**config.mk**
```make
export PLATFORM = sky130hd
export DESIGN_NAME = dtt_cell
export DESIGN_NICKNAME = d
export VERILOG_FILES = /design/src/detection_track_table_core_defines.svh /design/src/dtt_pkg.sv /design/src/dtt_cell.sv
export SDC_FILE = /design/constraint.sdc
export NUM_CORES = 1
export LEC_CHECK = 0
export BUFFER_PORTS_ARGS = -buffer_cell sky130_fd_sc_hd__buf_2
export CORE_MARGIN = 8
export CORE_UTILIZATION = 54
export DETAILED_ROUTE_END_ITERATION = 8
export HOLD_SLACK_MARGIN = 0.1
export PLACE_DENSITY = 0.89
export SLEW_MARGIN = 20
export SYNTH_ARGS = -nofsm -noshare
export SYNTH_HDL_FRONTEND = slang
export SYNTH_SLANG_ARGS = --single-unit
```
**constraint.sdc**
```tcl
create_clock -name clk_i -period 17.1 [get_ports clk_i]
set_input_delay 3.42 -clock clk_i [delete_from_list [all_inputs] [get_ports clk_i]]
set_output_delay 3.42 -clock clk_i [all_outputs]
set_load 0.01 [all_outputs]
```
**src/detection_track_table_core_defines.svh**
```systemverilog
// Assertion macros shared by the track table RTL.
// Expects clk_i and rst_ni in the including module.
`ifndef DETECTION_TRACK_TABLE_CORE_DEFINES_SVH
`define DETECTION_TRACK_TABLE_CORE_DEFINES_SVH

// condition must never hold
`define DTT_ASSERT_NEVER(lbl, cond) \
  lbl: assert property (@(posedge clk_i) disable iff (!rst_ni) !(cond)) \
    else $error("dtt: forbidden condition");

// antecedent implies consequent in the next cycle
`define DTT_ASSERT_NEXT(lbl, ante, cons) \
  lbl: assert property (@(posedge clk_i) disable iff (!rst_ni) (ante) |=> (cons)) \
    else $error("dtt: sequence violated");

`endif

```
**src/dtt_pkg.sv**
```systemverilog
// Types and constants for the detection track table.
// No dependencies.
package dtt_pkg;

  localparam int MaxTracks = 16;
  localparam int CntW      = $clog2(MaxTracks + 1);

  typedef struct packed {
    logic       action;
    logic [9:0] box_x;
    logic [9:0] box_y;
    logic [9:0] box_width;
    logic [9:0] box_height;
    logic [2:0] class_label;
  } dtt_in_t;

  typedef struct packed {
    logic       present;
    logic [9:0] out_x;
    logic [9:0] out_y;
    logic [9:0] out_width;
    logic [9:0] out_height;
    logic [2:0] out_label;
    logic [2:0] hit_count;
    logic       overflow;
    logic       last;
  } dtt_out_t;

  typedef struct packed {
    logic       valid;
    logic       pending;
    logic       matched;
    logic [2:0] label;
    logic [4:0] hist;
    logic [9:0] x;
    logic [9:0] y;
    logic [9:0] w;
    logic [9:0] h;
  } dtt_entry_t;

  typedef struct packed {
    logic det;
    logic age;
    logic compact;
    logic rotate;
  } dtt_ctl_t;

endpackage

```
**src/dtt_cell.sv**
```systemverilog
// One slot of the track chain: match, insert, age, compaction and rotation.
// Depends on dtt_pkg.
module dtt_cell (
  input  logic               clk_i,
  input  logic               rst_ni,
  input  dtt_pkg::dtt_ctl_t  ctl_i,
  input  dtt_pkg::dtt_in_t   det_i,
  input  logic [19:0]        lim2_i,
  input  logic [2:0]         min_hits_i,
  input  logic               hit_any_i,
  input  dtt_pkg::dtt_entry_t nxt_i,
  input  logic               prv_occ_i,
  input  logic               hole_i,
  output dtt_pkg::dtt_entry_t ent_o,
  output logic               occ_o,
  output logic               hole_o,
  output logic               hit_o,
  output logic               qual_o,
  output logic [2:0]         hits_o
);

  dtt_pkg::dtt_entry_t ent_q, ent_d;
  logic signed [10:0] ddx, ddy;
  logic [9:0]  adx, ady;
  logic [19:0] sqx, sqy;
  logic [20:0] d2;
  logic        ovl_x, ovl_y, near, same, ins;

  assign ddx = $signed({1'b0, det_i.box_x}) - $signed({1'b0, ent_q.x});
  assign ddy = $signed({1'b0, det_i.box_y}) - $signed({1'b0, ent_q.y});
  assign adx = ddx[10] ? 10'(-ddx) : ddx[9:0];
  assign ady = ddy[10] ? 10'(-ddy) : ddy[9:0];
  assign sqx = {10'd0, adx} * {10'd0, adx};
  assign sqy = {10'd0, ady} * {10'd0, ady};
  assign d2  = {1'b0, sqx} + {1'b0, sqy};
  assign near = d2 < {1'b0, lim2_i};

  assign ovl_x = (det_i.box_width != 10'd0) && (ent_q.w != 10'd0)
              && ({1'b0, ent_q.x} < ({1'b0, det_i.box_x} + {1'b0, det_i.box_width}))
              && ({1'b0, det_i.box_x} < ({1'b0, ent_q.x} + {1'b0, ent_q.w}));
  assign ovl_y = (det_i.box_height != 10'd0) && (ent_q.h != 10'd0)
              && ({1'b0, ent_q.y} < ({1'b0, det_i.box_y} + {1'b0, det_i.box_height}))
              && ({1'b0, det_i.box_y} < ({1'b0, ent_q.y} + {1'b0, ent_q.h}));
  assign same = (ovl_x && ovl_y) || near;

  assign occ_o  = ent_q.valid | ent_q.pending;
  assign hit_o  = ctl_i.det && ent_q.valid && !ent_q.matched
               && (ent_q.label == det_i.class_label) && same;
  assign ins    = ctl_i.det && !hit_any_i && !occ_o && prv_occ_i;
  assign hole_o = hole_i | !(ent_q.valid && (ent_q.hist != 5'd0));
  assign hits_o = 3'(ent_q.hist[0]) + 3'(ent_q.hist[1]) + 3'(ent_q.hist[2])
                + 3'(ent_q.hist[3]) + 3'(ent_q.hist[4]);
  assign qual_o = ent_q.valid && (hits_o >= min_hits_i);
  assign ent_o  = ent_q;

  always_comb begin
    ent_d = ent_q;
    if (hit_o) begin
      ent_d.x       = det_i.box_x;
      ent_d.y       = det_i.box_y;
      ent_d.w       = det_i.box_width;
      ent_d.h       = det_i.box_height;
      ent_d.hist    = {ent_q.hist[3:0], 1'b1};
      ent_d.matched = 1'b1;
    end else if (ins) begin
      ent_d.x       = det_i.box_x;
      ent_d.y       = det_i.box_y;
      ent_d.w       = det_i.box_width;
      ent_d.h       = det_i.box_height;
      ent_d.label   = det_i.class_label;
      ent_d.hist    = 5'd0;
      ent_d.pending = 1'b1;
    end else if (ctl_i.age) begin
      if (ent_q.valid) begin
        ent_d.hist = ent_q.matched ? ent_q.hist : {ent_q.hist[3:0], 1'b0};
      end else if (ent_q.pending) begin
        ent_d.valid = 1'b1;
        ent_d.hist  = 5'd1;
      end
      ent_d.matched = 1'b0;
      ent_d.pending = 1'b0;
    end else if ((ctl_i.compact && hole_o) || ctl_i.rotate) begin
      ent_d = nxt_i;
    end
  end

  always_ff @(posedge clk_i or negedge rst_ni) begin
    if (!rst_ni) begin
      ent_q <= '0;
    end else begin
      ent_q <= ent_d;
    end
  end

endmodule

```
# Word-level counts from Yosys, hierarchy flattened

Cells that the tools add are included.

Flip-flop bits (word level): 51
Latch bits: 0
Bits in writable memories: 0
Bits in read-only memories: 0
Bits of input ports: 127
Logic and storage cells: 97
Memories kept: 0

$add $sub $neg: 13
Multiply operators: 2
Divide/modulo/power cells: 0
$lt $le $gt $ge: 6
Equality and inequality tests: 6
Shifts and indexed selects: 0
Muxes and demuxes: 17
Bitwise gates (word level): 4
Reduce and logical (&&, ||, !) cells: 40

Operator list:

| operator                                      | count |
|---|---|
| two-way mux 51 bit                            | 1 |
| two-way mux 48 bit                            | 1 |
| two-way mux 45 bit                            | 1 |
| adder 10 x 10 -> 11 bit                       | 4 |
| less-than comparator 10 x 11 -> 1 bit         | 4 |
| multiplier 10 x 10 -> 20 bit                  | 2 |
| two-way mux 40 bit                            | 1 |
| nonzero test 10 bit                           | 4 |
| subtractor 10 x 10 -> 11 bit                  | 2 |
| adder 20 x 20 -> 21 bit                       | 1 |
| less-than comparator 21 x 20 -> 1 bit         | 1 |
| two-way mux 10 bit                            | 2 |
| two-way mux 5 bit                             | 4 |
| negator 10 bit                                | 2 |
| logical AND 1 bit                             | 17 |
| AND reduction 3 bit                           | 3 |
| nonzero test 3 bit                            | 3 |
| adder 3 x 1 -> 3 bit                          | 2 |
| two-way mux 3 bit                             | 2 |
| AND reduction 2 bit                           | 3 |
| two-way mux 1 bit                             | 5 |
| != test 5 x 1 -> 1 bit, second input constant | 1 |
| != test 5 x 4 -> 1 bit, second input constant | 1 |
| nonzero test 5 bit                            | 1 |
| 13 further kinds                              | 20 |

# Logic depth before layout (Yosys ltp)

Depth in word-level cells: 10
Depth in mapped cells: 47
Depth with buffers taken out: 45

# Worst setup path after synthesis

Ideal clock, no wire load.

Path kind: in2out
Start point: in det_i[23] in the netlist's numbering
End point: out hit_o
Arrival time: 13.096 ns
Required time: 13.680 ns
Slack: 0.584 ns
Cell stages on the path: 36
Cells stage by stage: inv_1 -> ha_1 -> fa_1 -> xor2_1 -> nand3_1 -> or4_4 -> o41ai_4 -> xor2_2 -> xor2_1 -> nand2_1 -> fa_1 -> fa_1 -> inv_1 -> fa_1 -> fa_1 -> fa_1 -> fa_1 -> inv_1 -> fa_1 -> inv_1 -> ha_1 -> a21o_1 -> a21o_1 -> nor4_1 -> o32ai_1 -> o41a_1 -> a21o_1 -> a21oi_1 -> xnor2_1 -> ha_1 -> a21oi_1 -> o311a_1 -> o2111ai_1 -> a211o_1 -> o41ai_2 -> clkbuf_1

Longest elaborated chain between the ends: 8
Elaborated cells on any way between the ends: 14

RTL lines:

| what                                  | line           | text |
|---|---|---|
| start: declaration                    | dtt_cell.sv:7  | `input dtt_pkg::dtt_in_t det_i,` |
| subtractor 10 x 10 -> 11 bit          | dtt_cell.sv:30 | `assign ddy = $signed({1'b0, det_i.box_y}) - $signed({1'b0, ent_q.y});` |
| negator 10 bit                        | dtt_cell.sv:32 | `assign ady = ddy[10] ? 10'(-ddy) : ddy[9:0];` |
| two-way mux 10 bit                    | dtt_cell.sv:32 |  |
| multiplier 10 x 10 -> 20 bit          | dtt_cell.sv:34 | `assign sqy = {10'd0, ady} * {10'd0, ady};` |
| adder 20 x 20 -> 21 bit               | dtt_cell.sv:35 | `assign d2 = {1'b0, sqx} + {1'b0, sqy};` |
| less-than comparator 21 x 20 -> 1 bit | dtt_cell.sv:36 | `assign near = d2 < {1'b0, lim2_i};` |
| logical OR 1 bit (*)                  | dtt_cell.sv:44 | `assign same = (ovl_x && ovl_y) \|\| near;` |
| logical AND 1 bit (*)                 | dtt_cell.sv:48 | `&& (ent_q.label == det_i.class_label) && same;` |
| end: declaration                      | dtt_cell.sv:17 | `output logic hit_o,` |

Mark *: on every way between the ends. The rest lies on a longest branch, timed or not.

# Final worst setup path

Same ends and word-level chain as after synthesis.

==> flow_summary_export.csv <==
group,metric,value,unit
outcome,status,"finished, final reports clean",
yosys,yosys.area.top_type,"fa_1",
sta,fin_crit_sh,98.4,%
cells_and_area,area_growth,15.1,%
grt,grt_usage,24.0,%
cells_and_area,n_fill_cell,1752,
critical_path,worstReg2RegStart,"ent_o[21]",
yosys,synth.yosys.seq_area_share,10.4,%
drt,num_vias,10797,
drt,viasPerCell,5.80,
critical_path,cp-end-kind,"primary output",
floorplan,die_h,166,µm
yosys,synth.avg_cell_area,8.89,µm²
cells_and_area,nets,2045,
yosys,syn_area,0.0122,mm²
grt,grt_pass1_wl,55100,µm
sta,drv_slew,0,
grt,grt_max_degree,61,
cells_and_area,fin_cells,1862,
grt,grt_overflow,0,
critical_path,cp-start-kind,"input pin",
yosys,synth-edff-count,0,
floorplan,core_area,0.0224,mm²
drt,firstDrtPassIters,5,
clocking,cts.sinks,51,
yosys,syn_inst,1374,
clocking,hold_buffers,0,
worst_hold_path,whs_path_depth,1,
sta,fin_tns_setup,0,ns
drt,drcViolationCount,0,
cells_and_area,layout_common_cells,"inv_1, ha_1, buf_2, fa_1, nor2_1",
clocking,clk_latency,0.31,ns
clocking,path_clk_slew,0.08,ns
critical_path,crit_fanout,4,
floorplan,die_w,166,µm
floorplan,ios,185,
yosys,synth.top_cell.area_share,22.6,%
yosys,synthArstFlopShare,100,%
sta,min_period,16.83,ns
yosys,post_synth_num_cell_types,64,
worst_hold_path,min_path_type,"register to register",
placement,dp_cells,1842,
yosys,yosys_warnings,0,
clocking,root_buffer,"clkbuf_16",
cells_and_area,layout_commonest_cell,"inv_1",
sta,slew-limit-headroom,33.3,%
flow_run,drv_cap,0,
critical_path,critPathBufInv,8,
drt,wl,33900,µm
sta,worstMarginPinSlew,0.991,ns
critical_path,crit_family,"adder cells",
drt,ant_nets,0,
critical_path,rrSetupSlack,5.66,ns
sta,hold_ws,0.554,ns
drt,drt_iter0_markers,647,
placement,detailed_place_hpwl,27900,µm
grt,first_global_vias,11618,
critical_path,crit_top_cell,"fa_1",
critical_path,worstPathRequired,13.68,ns
grt,antenna_found_initial,5,
critical_path,slowest_stage,"fa_1",
critical_path,ff2ff_path_depth,39,
critical_path,crit_start,"det_i[23]",
clocking,cts_tree,"built",
floorplan,rows,55,
sta,setup_violations,0,
clocking,cts_buffer_depth,2,
floorplan,start_util,54.5,%
sta,fmax,59.4,MHz
clocking,cts_max_level,2,
critical_path,critPathKind,"input pin to primary output",
floorplan,dieArea,0.0277,mm²
yosys,yosys_most_used_dff,"dfrtp_1",
cells_and_area,largest_reg_flops,51,
worst_hold_path,hp-start,"ent_o[45]",
yosys,ys_seq_elements,51,
yosys,synthTopCellsByArea,"fa_1, ha_1, dfrtp_1",
clocking,cts_made_buffers,5,
cells_and_area,final_util,62.7,%
drt,wl_per_cell,18.2,µm
critical_path,critical_path_arrival,13.41,ns
cells_and_area,drive_gt1_share,21.4,%
sta,hold_viol_final,0,
worst_hold_path,hold_end,"ent_o[45]",
sta,finClkSkew,0.00919,ns
yosys,syn-num-nets,1844,
placement,gp_congestion,0.947,
critical_path,max_stage_delay,0.55,ns
placement,io_buffers,183,
critical_path,reg2reg_to,"ent_o[7]",
how the worst max path moves through the flow:
stage,end,slack [ns],depth (start not counted)
detailed placement,hit_o,-0.24,42
floorplan,hit_o,0.58,36
global route,hit_o,-0.06,40
finish,hit_o,0.27,40
global placement,hit_o,-0.01,41
CTS,hit_o,0.04,44
cell families after synthesis:
logic type	Yosys count	share of synthesized area, %
adders and majority gates	343	43.6
and+or+nand+nor	293	11.2
buffers and inverters	285	8.81
AOI/OAI and AO/OA	241	13.0
xor gates and xnor gates	92	6.66
muxes	69	6.27
DFF	51	10.4
stage by stage:
stage               setup WS (ns)  cell area (µm²)
floorplan                   0.584            12200
global placement          -0.0106            13600
detailed placement         -0.239            13600
CTS                        0.0424            13800
global route              -0.0572            14100
finish                      0.274            14100
synthesized netlist by cell type, types with 4 or more instances:
library cell,number
a21o_1,40
a21oi_1,69
a31oi_1,6
and3_1,4
buf_2,5
clkbuf_1,21
dfrtp_1,51
fa_1,138
ha_1,205
inv_1,258
mux2_2,60
mux2i_1,9
nand2_1,67
nand2b_1,29
nand3_1,18
nand4_1,4
nor2_1,111
nor2b_1,12
nor3_1,13
nor4_1,9
o21a_1,10
o21ai_0,50
o21bai_1,14
o22a_1,6
o31ai_1,7
or2_2,11
xnor2_1,56
xor2_1,35
layout make-up:
cell class / instances / area [µm²] / share of cell area, %
timing repair buffer: 221 / 1220 / 8.69
inverter: 258 / 968 / 6.89
clock buffer: 5 / 125 / 0.890
antenna: 1 / 2.50 / 0.0178
tap: 285 / 357 / 2.54
clock inverter: 3 / 27.5 / 0.196
sequential: 51 / 1280 / 9.08
multi-input combinational: 1038 / 10100 / 71.7
repair_timing:
action,4_1_cts,5_1_grt
pin swaps,7,20
endpoints found under the setup margin,1,1
buffers inserted,4,6
gates resized for setup,7,30
layer usage:
| layer | GRT usage [%] | routed length [µm] | up-vias |
|---|---|---|---|
| met5 | 0 | 51 | - |
| met4 | 10.4 | 1380 | 8 |
| met3 | 4.94 | 2710 | 112 |
| met2 | 41.9 | 16900 | 489 |
| met1 | 28.4 | 12900 | 5229 |
| li1 | - | - | 4959 |
Power is left out: the tool's default activity adds up to more than one toggle a clock period on the data nets, which glitch-free logic cannot reach.
